File: src/design/assert_macros.svh
// assertion macros shared by the terminal writer modules
// no dependencies; define ASSERT_OFF to compile the checks out
`ifndef ASSERT_MACROS_SVH
`define ASSERT_MACROS_SVH
`ifndef ASSERT_OFF
// property must hold at every clock edge outside reset
`define TMTW_ASSERT(lbl, clk, rst_n, prop) \
  lbl: assert property (@(posedge clk) disable iff (!rst_n) (prop)) \
    else $error("assertion failed");
// condition must never be seen outside reset
`define TMTW_NEVER(lbl, clk, rst_n, cond) \
  lbl: assert property (@(posedge clk) disable iff (!rst_n) !(cond)) \
    else $error("forbidden condition seen");
`else
`define TMTW_ASSERT(lbl, clk, rst_n, prop)
`define TMTW_NEVER(lbl, clk, rst_n, cond)
`endif
`endif

File: src/design/tmtw_pkg.sv
// shared types and constants of the text mode terminal writer
// used by the controller, the datapath and the top level

package tmtw_pkg;

  // default screen geometry
  localparam int DEF_COLUMNS = 80;
  localparam int DEF_ROWS    = 25;

  // field widths
  localparam int CHAR_W    = 8;
  localparam int COLOR_W   = 8;
  localparam int CELL_W    = 16;
  localparam int CURSOR_W  = 11;
  localparam int ROW_IN_W  = 5;
  localparam int COL_IN_W  = 7;

  // reset values
  localparam logic [COLOR_W-1:0] COLOR_RESET = 8'h07;
  localparam logic [CELL_W-1:0]  CELL_RESET  = 16'h0720;

  // control bytes
  localparam logic [CHAR_W-1:0] CH_TAB     = 8'd9;
  localparam logic [CHAR_W-1:0] CH_NEWLINE = 8'd10;
  localparam logic [CHAR_W-1:0] CH_RETURN  = 8'd13;
  localparam logic [CHAR_W-1:0] CH_SPACE   = 8'd32;

  // operation codes
  typedef enum logic {
    OP_PRINT = 1'b0,
    OP_READ  = 1'b1
  } op_e;

  // controller states
  typedef enum logic [2:0] {
    ST_CLEAR,
    ST_IDLE,
    ST_EXEC,
    ST_READ,
    ST_SCROLL
  } state_e;

  // controller to datapath
  typedef struct packed {
    logic capture;     // latch the incoming word
    logic exec;        // carry out the latched word
    logic read_out;    // read data is back, send the result
    logic clear_wr;    // write one cell of a clearing sweep
    logic clear_init;  // sweep uses the reset cell, not the current colour
  } ctrl_cmd_t;

  // datapath to controller
  typedef struct packed {
    logic op_read;
    logic need_scroll;
    logic clr_row_end;
    logic clr_all_end;
  } dp_status_t;

endpackage

File: src/design/tmtw_ctrl.sv
// controller state machine of the terminal writer
// depends on tmtw_pkg and assert_macros.svh

`include "assert_macros.svh"

module tmtw_ctrl (
  input  logic                  clk_i,
  input  logic                  rst_ni,
  input  logic                  start_i,
  input  tmtw_pkg::dp_status_t  status_i,
  output tmtw_pkg::ctrl_cmd_t   cmd_o,
  output logic                  busy_o
);

  tmtw_pkg::state_e state_q, state_d;

  // state register
  always_ff @(posedge clk_i or negedge rst_ni) begin
    if (!rst_ni) begin
      state_q <= tmtw_pkg::ST_CLEAR;
    end else begin
      state_q <= state_d;
    end
  end

  // next state and commands
  always_comb begin
    state_d = state_q;
    cmd_o   = '0;
    busy_o  = 1'b1;
    unique case (state_q)
      tmtw_pkg::ST_CLEAR: begin
        cmd_o.clear_wr   = 1'b1;
        cmd_o.clear_init = 1'b1;
        if (status_i.clr_all_end) begin
          state_d = tmtw_pkg::ST_IDLE;
        end
      end
      tmtw_pkg::ST_IDLE: begin
        busy_o = 1'b0;
        if (start_i) begin
          cmd_o.capture = 1'b1;
          state_d       = tmtw_pkg::ST_EXEC;
        end
      end
      tmtw_pkg::ST_EXEC: begin
        cmd_o.exec = 1'b1;
        priority if (status_i.op_read) begin
          state_d = tmtw_pkg::ST_READ;
        end else if (status_i.need_scroll) begin
          state_d = tmtw_pkg::ST_SCROLL;
        end else begin
          state_d = tmtw_pkg::ST_IDLE;
        end
      end
      tmtw_pkg::ST_READ: begin
        cmd_o.read_out = 1'b1;
        state_d        = tmtw_pkg::ST_IDLE;
      end
      tmtw_pkg::ST_SCROLL: begin
        cmd_o.clear_wr = 1'b1;
        if (status_i.clr_row_end) begin
          state_d = tmtw_pkg::ST_IDLE;
        end
      end
    endcase
  end

  // checks
  `TMTW_ASSERT(a_exec_from_idle, clk_i, rst_ni,
               (state_q == tmtw_pkg::ST_EXEC) |-> ($past(state_q) == tmtw_pkg::ST_IDLE))
  `TMTW_ASSERT(a_scroll_entry, clk_i, rst_ni,
               (state_q == tmtw_pkg::ST_SCROLL) |->
               ($past(state_q) == tmtw_pkg::ST_EXEC || $past(state_q) == tmtw_pkg::ST_SCROLL))
  `TMTW_ASSERT(a_read_after_exec, clk_i, rst_ni,
               (state_q == tmtw_pkg::ST_READ) |-> ($past(state_q) == tmtw_pkg::ST_EXEC))

endmodule

File: config.mk
export PLATFORM = sky130hd
export DESIGN_NAME = tmtw_ctrl
export DESIGN_NICKNAME = d
export VERILOG_FILES = /design/src/design/tmtw_pkg.sv /design/src/design/tmtw_ctrl.sv
export VERILOG_INCLUDE_DIRS = /design/src /design/src/design
export SDC_FILE = /design/constraint.sdc
export NUM_CORES = 1
export LEC_CHECK = 0
export BUFFER_PORTS_ARGS = -buffer_cell sky130_fd_sc_hd__buf_2
export CORE_AREA = 2 2 39 41
export CTS_BUF_LIST = sky130_fd_sc_hd__clkbuf_16
export CTS_CLUSTER_DIAMETER = 80
export CTS_CLUSTER_SIZE = 40
export DETAILED_ROUTE_END_ITERATION = 6
export DIE_AREA = 0 0 41 43
export PLACE_DENSITY_LB_ADDON = 0.2
export SLEW_MARGIN = 20
export SYNTH_ARGS = -nofsm -noshare
export SYNTH_HDL_FRONTEND = slang
export SYNTH_SLANG_ARGS = --single-unit
File: constraint.sdc
create_clock -name clk_i -period 1.3 [get_ports clk_i]
set_input_delay 0.065 -clock clk_i [delete_from_list [all_inputs] [get_ports clk_i]]
set_output_delay 0.065 -clock clk_i [all_outputs]
set_load 0.05 [all_outputs]
==> results of run 1 <==
-- cells by family (layout without fill, tap and decap cells) --
family / count (synthesis) / after routing / share of synthesized area
simple gates: 13 / 13 / 0.449
compound gates: 5 / 5 / 0.159
flops: 3 / 3 / 0.341
buf+inv: 1 / 19 / 0.0511
-- path summary, 6_finish.rpt --
kind	depth (start not counted)	from	slack (ns)	end
max	3	state_q[2]$_DFFE_PN0P_	0.04	cmd_o[4]
min	2	start_i	0.04	state_q[0]$_DFFE_PN0P_
max reg2reg	3	state_q[1]$_DFFE_PN0P_	0.09	state_q[1]$_DFFE_PN0P_
min reg2reg	1	state_q[0]$_DFFE_PN0P_	0.58	state_q[2]$_DFFE_PN0P_
max in group asynchronous	2	rst_ni	1.02	state_q[1]$_DFFE_PN0P_
min in group asynchronous	2	rst_ni	0.16	state_q[0]$_DFFE_PN0P_
-- report_power, final --
part | total (mW) | switching [mW] | leakage [nW] | internal (mW)
Combinational | 0.751 | 0.465 | 0.118 | 0.286
Clock | 0.492 | 0.0947 | 0.0423 | 0.398
Sequential | 0.234 | 0.0970 | 0.0338 | 0.137
Total | 1.48 | 0.656 | 0.194 | 0.821
-- layer usage --
layer,GRT usage,up-vias
li1,-,118
met1,0.106,112
met2,0.138,10
met3,0.0314,3
met4,0.100,0
met5,0,-
-- cell type report --
type	instances	area, sq um	share of cell area
Clock buffer	3	75.1	0.168
Clock inverter	1	3.75	0.00838
Multi-Input combinational cell	18	161	0.360
Sequential cell	3	78.8	0.176
Tap cell	16	20.0	0.0447
Timing Repair Buffer	15	109	0.243
-- what timing repair did --
action / in CTS / in global routing
hold buffers: 1 / 0
resized for setup: 6 / 9
pin swaps: 0 / 2
hold endpoints to repair: 3 / 0
endpoints found under the setup margin: 7 / 5
gates cloned: 0 / 0
-- worst max-delay path, cell delays in order, from the launching register on --
cell and delay, ns:
sky130_fd_sc_hd__dfrtp_2 0.47, sky130_fd_sc_hd__nor2_4 0.15, sky130_fd_sc_hd__and3_2 0.20, sky130_fd_sc_hd__buf_6 0.15
-- through the flow --
| stage | setup TNS [ns] | instances |
|---|---|---|
| 6_report | 0 | 56 |
| 3_5_place_dp | -0.0158 | 51 |
| 4_1_cts | -0.0124 | 56 |
| 3_3_place_gp | 0 | 51 |
| 2_1_floorplan | -0.245 | 22 |
| 5_1_grt | 0 | 56 |
-- cells in the mapped netlist --
library cell | number | area share
sky130_fd_sc_hd__and3b_2 | 1 | 0.045
sky130_fd_sc_hd__nor2_1 | 2 | 0.034
sky130_fd_sc_hd__dfrtp_1 | 3 | 0.34
sky130_fd_sc_hd__or3b_2 | 1 | 0.040
sky130_fd_sc_hd__nand4bb_1 | 1 | 0.051
sky130_fd_sc_hd__nand2b_1 | 1 | 0.028
sky130_fd_sc_hd__nor4b_2 | 1 | 0.068
sky130_fd_sc_hd__nor3_1 | 1 | 0.023
sky130_fd_sc_hd__a21boi_0 | 1 | 0.034
sky130_fd_sc_hd__a21oi_1 | 2 | 0.045
sky130_fd_sc_hd__nand2_1 | 2 | 0.034
sky130_fd_sc_hd__buf_6 | 1 | 0.051
sky130_fd_sc_hd__and3_2 | 1 | 0.034
sky130_fd_sc_hd__nor3b_2 | 1 | 0.057
sky130_fd_sc_hd__a221oi_1 | 1 | 0.040
sky130_fd_sc_hd__nand3b_1 | 1 | 0.034
sky130_fd_sc_hd__o2bb2ai_1 | 1 | 0.040
==> tab_implementation.tex, run 1 <==
\begin{tabular}{lr}
\hline
Metric & Value \\
\hline
\multicolumn{2}{l}{\textbf{Finish}} \\
\quad Area grow syn2layout & 103\% \\
\quad Fill cell instance count of the final layout & 146 \\
\quad Top library cells by usage in the layout, fill and taps aside & sky130\_fd\_sc\_hd\_\_buf\_2, sky130\_fd\_sc\_hd\_\_clkbuf\_16, sky130\_fd\_sc\_hd\_\_buf\_6, sky130\_fd\_sc\_hd\_\_buf\_4, sky130\_fd\_sc\_hd\_\_dfrtp\_2 \\
\quad Util after Layout & 0.324 \\
\quad Largest registers in the final layout & state\_q: 3 flops \\
\quad Non-Filler Cell Area, Final & 448 sq um \\
\quad Final \#Nets & 48 \\
\quad Register with the highest flop count & state\_q \\
\quad Most frequent standard cell in the layout excluding fill and tap cells & sky130\_fd\_sc\_hd\_\_buf\_2 \\
\quad Flip-flop count of the largest register, all copies and words added & 3 \\
\quad Proportion of layout cells with a drive suffix above 1 & 0.675 \\
\quad ANT cells & 0 \\
\multicolumn{2}{l}{\textbf{Floorplan}} \\
\quad Core outline area & 0.00138 sq mm \\
\quad Initial Util & 0.159 \\
\quad Horiz. Die Dim & 41 um \\
\quad \# IOs & 13 \\
\quad Chip Height & 43 um \\
\quad Count of standard-cell rows & 14 \\
\quad Die footprint & 0.00176 sq mm \\
\multicolumn{2}{l}{\textbf{Clock network}} \\
\quad CTS clock-pin slew for the worst setup and hold paths & 0.03 ns \\
\quad CTS max path bufs & 2 \\
\quad Clock tree from TritonCTS & done \\
\quad Number of sinks handled by clock tree synthesis & 3 \\
\quad Clock root buffer master & sky130\_fd\_sc\_hd\_\_clkbuf\_16 \\
\quad CTS HTree Levels & 1 \\
\quad Clock latency on the worst-skew pair & 0.23 ns \\
\quad CTS Buf Count & 3 \\
\quad Setup bufs post-CTS & 0 \\
\multicolumn{2}{l}{\textbf{STA}} \\
\quad Setup Viol. Count Final & 0 \\
\quad Final critical delay including setup and external delays & 1.26 ns \\
\quad Share of the clock period used by the worst path after layout & 0.972 \\
\quad Actual slew at the worst max-slew pin & 0.250 ns \\
\quad Smallest hold slack & 0.0430 ns \\
\quad Final hold violations & 0 \\
\quad Final max-slew violation count & 0 \\
\quad Largest clock skew in the final design & 0.00238 ns \\
\quad Smallest setup slack after layout & 0.0363 ns \\
\quad Tightest slew margin relative to the limit & 0.834 \\
\quad Max Freq & 791 MHz \\
\quad RSZ-0062 raised after global routing & no \\
\multicolumn{2}{l}{\textbf{Worst setup path}} \\
\quad Critical Path Sink Type & output pin \\
\quad Type of element launching the critical path & flip-flop \\
\quad Type of the worst setup path & reg2out \\
\quad Worst Path Max Fanout & 7 \\
\quad Worst endpoint data arrival time & 1.20 ns \\
\quad Required time of the critical path & 1.24 ns \\
\multicolumn{2}{l}{\textbf{Detailed routing}} \\
\quad Total wirelength of the detailed-routed design & 627 um \\
\quad Met2 Wirelength & 312 um \\
\quad Count of TritonRoute iterations in the first routing pass & 2 \\
\quad Top layer used by detailed routing & met4 \\
\quad Vias per std cell & 4.34 \\
\quad Post-Route M1 WL & 251 um \\
\quad Met3 wirelength from detailed routing & 40 um \\
\quad Vias after detailed routing & 243 \\
\quad ANT nets after route & 0 \\
\quad Detailed-route DRC error count & 0 \\
\quad Number of DRC markers in iteration 0 & 1 \\
\quad Routed len/inst & 11.2 um \\
\multicolumn{2}{l}{\textbf{Global routing}} \\
\quad Global Route Usage Sum & 0.0985 \\
\quad Largest net degree at the start of global routing & 9 \\
\quad Overall overflow remaining after global route & 0 \\
\quad First-pass GRT wire length & 1090 um \\
\quad Via count of the first global-routing pass & 272 \\
\quad Antenna violations before repair & 0 \\
\multicolumn{2}{l}{\textbf{Place}} \\
\quad Pre-CTS setup slack & -0.0158 ns \\
\quad Dpl cell area & 315 sq um \\
\quad Port buffer count & 12 \\
\quad Gpl congestion & 0.761 \\
\quad Placed wire-length estimate & 458 um \\
\multicolumn{2}{l}{\textbf{Synth}} \\
\quad Average size of a mapped cell & 10.0 sq um \\
\quad Yosys warning count & 0 \\
\quad Number of distinct standard cells referenced by the synthesized netlist & 17 \\
\quad Post-Syn Nets & 29 \\
\quad Synth Instances & 22 \\
\quad Post-synthesis cell area & 220 sq um \\
\quad Flops \& latches, synth & 3 \\
\quad Fraction of the yosys area taken by sequential cells & 0.341 \\
\multicolumn{2}{l}{\textbf{Pwr}} \\
\quad Post-layout total power & 1.48 mW \\
\quad Power Dens Cells & 3300 mW/mm\^{}2 \\
\quad Largest voltage drop on the vdd net & 932 uV \\
\quad Leak & 0.194 nW \\
\multicolumn{2}{l}{\textbf{Job}} \\
\quad MaxCap Viol Count & 0 \\
\multicolumn{2}{l}{\textbf{Run status}} \\
\quad Result of the run & finished, final reports clean \\
\multicolumn{2}{l}{\textbf{Min path}} \\
\quad Type of the worst min-delay path & in2reg \\
\hline
\end{tabular}
(Power assumes the default switching activity.)
==> run 2: changes to the inputs <==
--- a/config.mk
+++ b/config.mk
@@ -6,6 +6,7 @@
 export SDC_FILE = /design/constraint.sdc
 export NUM_CORES = 1
 export LEC_CHECK = 0
+export ABC_AREA = 1
 export BUFFER_PORTS_ARGS = -buffer_cell sky130_fd_sc_hd__buf_2
 export CORE_AREA = 2 2 39 41
 export CTS_BUF_LIST = sky130_fd_sc_hd__clkbuf_16
==> run 2 against run 1 <==
Net effect:
- register-to-register slack improved by 0.25 ns
- critical endpoint unchanged
- worst hold slack got worse by 0.0086 ns
- maximum frequency rose by 3.0%
==> tab_implementation.tex, run 2 <==
\begin{tabular}{lr}
\hline
Metric & Value \\
\hline
\multicolumn{2}{l}{\textbf{Synth}} \\
\quad Fraction of registers with async set/reset & 1.00 (unchanged) \\
\quad Top cells by instance count after synthesis & sky130\_fd\_sc\_hd\_\_nand2\_1, sky130\_fd\_sc\_hd\_\_nor2\_1, sky130\_fd\_sc\_hd\_\_inv\_1, sky130\_fd\_sc\_hd\_\_inv\_2 (was sky130\_fd\_sc\_hd\_\_dfrtp\_1, sky130\_fd\_sc\_hd\_\_a21oi\_1, sky130\_fd\_sc\_hd\_\_nand2\_1, sky130\_fd\_sc\_hd\_\_nor2\_1) \\
\quad Most instantiated flip-flop cell in the synthesis netlist & sky130\_fd\_sc\_hd\_\_dfrtp\_1 (unchanged) \\
\quad Fraction of the yosys area taken by sequential cells & 0.357 (was 0.341) \\
\quad Yosys warning count & 0 (unchanged) \\
\quad Number of distinct standard cells referenced by the synthesized netlist & 10 (was 17) \\
\quad Area share of the largest cell type after synthesis & 0.357 (was 0.341) \\
\quad Cell type with the highest aggregate area in the netlist & sky130\_fd\_sc\_hd\_\_dfrtp\_1 (unchanged) \\
\quad Post-synthesis cell area & 210 sq um (was 220 sq um) \\
\quad Post-Syn Nets & 39 (was 29) \\
\quad Synth top area cells & sky130\_fd\_sc\_hd\_\_dfrtp\_1, sky130\_fd\_sc\_hd\_\_nand3\_2, sky130\_fd\_sc\_hd\_\_nand2\_1 (was sky130\_fd\_sc\_hd\_\_dfrtp\_1, sky130\_fd\_sc\_hd\_\_nor4b\_2, sky130\_fd\_sc\_hd\_\_nor3b\_2) \\
\quad Flops \& latches, synth & 3 (unchanged) \\
\quad Average size of a mapped cell & 6.57 sq um (was 10.0 sq um) \\
\quad Number of flops mapped to enable cells by yosys & 0 (unchanged) \\
\quad Synth Instances & 32 (was 22) \\
\multicolumn{2}{l}{\textbf{Clock network}} \\
\quad CTS clock-pin slew for the worst setup and hold paths & 0.03 ns (about the same) \\
\quad Clock latency on the worst-skew pair & 0.22 ns (was 0.23 ns) \\
\quad Clock root buffer master & sky130\_fd\_sc\_hd\_\_clkbuf\_16 (unchanged) \\
\quad CTS HTree Levels & 1 (unchanged) \\
\quad CTS max path bufs & 2 (unchanged) \\
\quad Clock tree from TritonCTS & done (unchanged) \\
\quad Number of sinks handled by clock tree synthesis & 3 (unchanged) \\
\quad Setup bufs post-CTS & 0 (unchanged) \\
\quad CTS Buf Count & 3 (unchanged) \\
\multicolumn{2}{l}{\textbf{STA}} \\
\quad Share of the clock period used by the worst path after layout & 0.944 (was 0.972) \\
\quad Final hold violations & 0 (unchanged) \\
\quad Smallest hold slack & 0.0345 ns (was 0.0430 ns) \\
\quad Total Neg Setup Slack & 0 ns (unchanged) \\
\quad Setup Viol. Count Final & 0 (unchanged) \\
\quad Tightest slew margin relative to the limit & 0.834 (about the same) \\
\quad Largest clock skew in the final design & 0.000424 ns (was 0.00238 ns) \\
\quad Final critical delay including setup and external delays & 1.23 ns (was 1.26 ns) \\
\quad Actual slew at the worst max-slew pin & 0.250 ns (about the same) \\
\quad Max Freq & 815 MHz (was 791 MHz) \\
\quad RSZ-0062 raised after global routing & no (unchanged) \\
\quad Final max-slew violation count & 0 (unchanged) \\
\multicolumn{2}{l}{\textbf{Detailed routing}} \\
\quad Total wirelength of the detailed-routed design & 537 um (was 627 um) \\
\quad ANT nets after route & 0 (unchanged) \\
\quad Vias per std cell & 3.82 (was 4.34) \\
\quad Count of TritonRoute iterations in the first routing pass & 4 (was 2) \\
\quad Number of DRC markers in iteration 0 & 3 (was 1) \\
\quad Routed len/inst & 8.26 um (was 11.2 um) \\
\quad Vias after detailed routing & 248 (was 243) \\
\quad Detailed-route DRC error count & 0 (unchanged) \\
\multicolumn{2}{l}{\textbf{Finish}} \\
\quad Register with the highest flop count & state\_q (unchanged) \\
\quad Util after Layout & 0.281 (was 0.324) \\
\quad Most frequent standard cell in the layout excluding fill and tap cells & sky130\_fd\_sc\_hd\_\_buf\_2 (unchanged) \\
\quad Top library cells by usage in the layout, fill and taps aside & sky130\_fd\_sc\_hd\_\_buf\_2, sky130\_fd\_sc\_hd\_\_inv\_1, sky130\_fd\_sc\_hd\_\_nand2\_1 (was sky130\_fd\_sc\_hd\_\_buf\_2, sky130\_fd\_sc\_hd\_\_clkbuf\_16, sky130\_fd\_sc\_hd\_\_buf\_6, sky130\_fd\_sc\_hd\_\_buf\_4, sky130\_fd\_sc\_hd\_\_dfrtp\_2) \\
\quad Largest registers in the final layout & state\_q: 3 flops (unchanged) \\
\quad Flip-flop count of the largest register, all copies and words added & 3 (unchanged) \\
\quad ANT cells & 0 (unchanged) \\
\quad Area grow syn2layout & 85.1\% (was 103\%) \\
\quad Final \#Nets & 57 (was 48) \\
\quad Proportion of layout cells with a drive suffix above 1 & 0.510 (was 0.675) \\
\multicolumn{2}{l}{\textbf{Min path}} \\
\quad Min-Delay Endpoint & state\_q[2]\$\_DFFE\_PN0P\_ (was state\_q[0]\$\_DFFE\_PN0P\_) \\
\quad Worst hold stages & 2 (unchanged) \\
\quad Startpoint of the tightest hold check path & status\_i[1] (was start\_i) \\
\quad Type of the worst min-delay path & in2reg (unchanged) \\
\multicolumn{2}{l}{\textbf{Floorplan}} \\
\quad Die footprint & 0.00176 sq mm (unchanged) \\
\quad Initial Util & 0.152 (was 0.159) \\
\quad \# IOs & 13 (unchanged) \\
\quad Chip Height & 43 um (unchanged) \\
\quad Horiz. Die Dim & 41 um (unchanged) \\
\quad Count of standard-cell rows & 14 (unchanged) \\
\quad Core outline area & 0.00138 sq mm (unchanged) \\
\multicolumn{2}{l}{\textbf{Worst setup path}} \\
\quad Critical Path Sink Type & output pin (unchanged) \\
\quad Critical Path Slowest Stage Cell & sky130\_fd\_sc\_hd\_\_dfrtp\_2 (unchanged) \\
\quad Launch instance of the worst register-to-register path & state\_q[2]\$\_DFFE\_PN0P\_ (was state\_q[1]\$\_DFFE\_PN0P\_) \\
\quad Setup slack on the worst flop-to-flop path & 0.34 ns (was 0.09 ns) \\
\quad Type of element launching the critical path & flip-flop (unchanged) \\
\quad Required time of the critical path & 1.24 ns (about the same) \\
\quad Worst endpoint data arrival time & 1.16 ns (was 1.20 ns) \\
\quad Register-to-Register Path Depth & 4 (was 3) \\
\quad Worst Path Max Fanout & 6 (was 7) \\
\quad Type of the worst setup path & reg2out (unchanged) \\
\quad Critical path's largest stage delay & 0.43 ns (was 0.47 ns) \\
\quad End of the worst register-to-register path & state\_q[1]\$\_DFFE\_PN0P\_ (unchanged) \\
\quad Cell breakdown of the critical path & inv\_2, nand3\_2, nor2\_2, buf\_6 (was nor2\_4, and3\_2, buf\_6) \\
\multicolumn{2}{l}{\textbf{Job}} \\
\quad MaxCap Viol Count & 0 (unchanged) \\
\multicolumn{2}{l}{\textbf{Pwr}} \\
\quad Sw Ratio & 0.474 (was 0.444) \\
\quad Clock network fraction of design power & 0.366 (was 0.333) \\
\quad Largest voltage drop on the vdd net & 880 uV (was 932 uV) \\
\quad Post-layout total power & 1.31 mW (was 1.48 mW) \\
\quad Gate power share & 0.499 (was 0.508) \\
\quad Power Dens Cells & 3360 mW/mm\^{}2 (was 3300 mW/mm\^{}2) \\
\quad Part of the power in registers & 0.135 (was 0.158) \\
\quad Leak & 0.218 nW (was 0.194 nW) \\
\quad Switch Pwr & 0.619 mW (was 0.656 mW) \\
\quad Int Power & 0.687 mW (was 0.821 mW) \\
\multicolumn{2}{l}{\textbf{Global routing}} \\
\quad Global Route Usage Sum & 0.0733 (was 0.0985) \\
\quad First-pass GRT wire length & 876 um (was 1090 um) \\
\quad Overall overflow remaining after global route & 0 (unchanged) \\
\quad Antenna violations before repair & 0 (unchanged) \\
\quad Largest net degree at the start of global routing & 7 (was 9) \\
\quad Via count of the first global-routing pass & 245 (was 272) \\
\multicolumn{2}{l}{\textbf{Run status}} \\
\quad Result of the run & finished, final reports clean (unchanged) \\
\multicolumn{2}{l}{\textbf{Place}} \\
\quad Placed wire-length estimate & 435 um (was 458 um) \\
\quad Gpl congestion & 0.713 (was 0.761) \\
\quad Port buffer count & 12 (unchanged) \\
\hline
\end{tabular}
-- run 2: changes by cell type after synthesis, moves of 2 or more --
cell and change:
sky130_fd_sc_hd__a21oi_1 -2, sky130_fd_sc_hd__nand3_1 +3, sky130_fd_sc_hd__nand2_1 +3, sky130_fd_sc_hd__inv_1 +4, sky130_fd_sc_hd__inv_2 +4, sky130_fd_sc_hd__nand3_2 +2
sky130_fd_sc_hd__o21ai_1 +2, sky130_fd_sc_hd__nor2_2 +2, sky130_fd_sc_hd__nor2_1 +3
-- run 2: logic make-up after synthesis --
kind of cell	count (synthesis)	share of synthesized area
AND/OR/NAND/NOR	19	0.452
flip-flops	3	0.357
buffers and inverters	8	0.143
AO/OA/AOI/OAI	2	0.0476
-- run 2: stage by stage --
stage,instance area [sq um],std cells,worst slack (ns)
2_1_floorplan,213,32,-0.289
3_3_place_gp,293,60,0.222
3_5_place_dp,293,60,0.222
4_1_cts,384,65,0.0404
5_1_grt,389,65,0.00730
6_report,389,65,0.0733
-- run 2: worst max-delay path: cells and delay by family, from the launching register on --
kind | cells | cell delay [ns]
flip-flops | 1 | 0.43
AND/OR/NAND/NOR | 2 | 0.26
buffers and inverters | 2 | 0.25
-- run 2: layout make-up --
class,count,area (sq um)
timing repair buffer,13,76.3
multi-input combinational,21,108
clock inverter,1,3.75
sequential,3,76.3
fill,161,995
inverter,8,30.0
clock buffer,3,75.1
tap,16,20.0
-- run 2: worst max-delay path by stage --
stage / start / end
after detailed placement: state_q[2]$_DFFE_PN0P_ / cmd_o[4]
final: state_q[2]$_DFFE_PN0P_ / cmd_o[4]
after global routing: state_q[1]$_DFFE_PN0P_ / cmd_o[4]
after floorplan: state_q[1]$_DFFE_PN0P_ / cmd_o[2]
after global placement: state_q[2]$_DFFE_PN0P_ / cmd_o[4]
after CTS: state_q[2]$_DFFE_PN0P_ / cmd_o[4]
-- run 2: timing repair --
item / in CTS / in global routing
setup endpoints to repair: 1 / 1
gates resized for setup: 1 / 2
hold buffers: 1 / 0
hold endpoints to repair: 3 / 0
-- run 2: power by group through the flow --
stage / registers, mW / clock network, mW / logic (mW)
CTS: 0.175 / 0.486 / 0.648
global placement: 0.175 / 0 / 0.642
global route: 0.184 / 0.497 / 0.701
finish: 0.177 / 0.478 / 0.651
floorplan: 0.169 / 0 / 0.516
detailed placement: 0.178 / 0 / 0.640
-- run 2: metal layers --
metal	routed length, um	track usage	share of wire
met1	229	0.0900	0.43
met2	256	0.103	0.48
met3	50	0.0157	0.093
met4	0	0.0600	0
met5	0	0	0
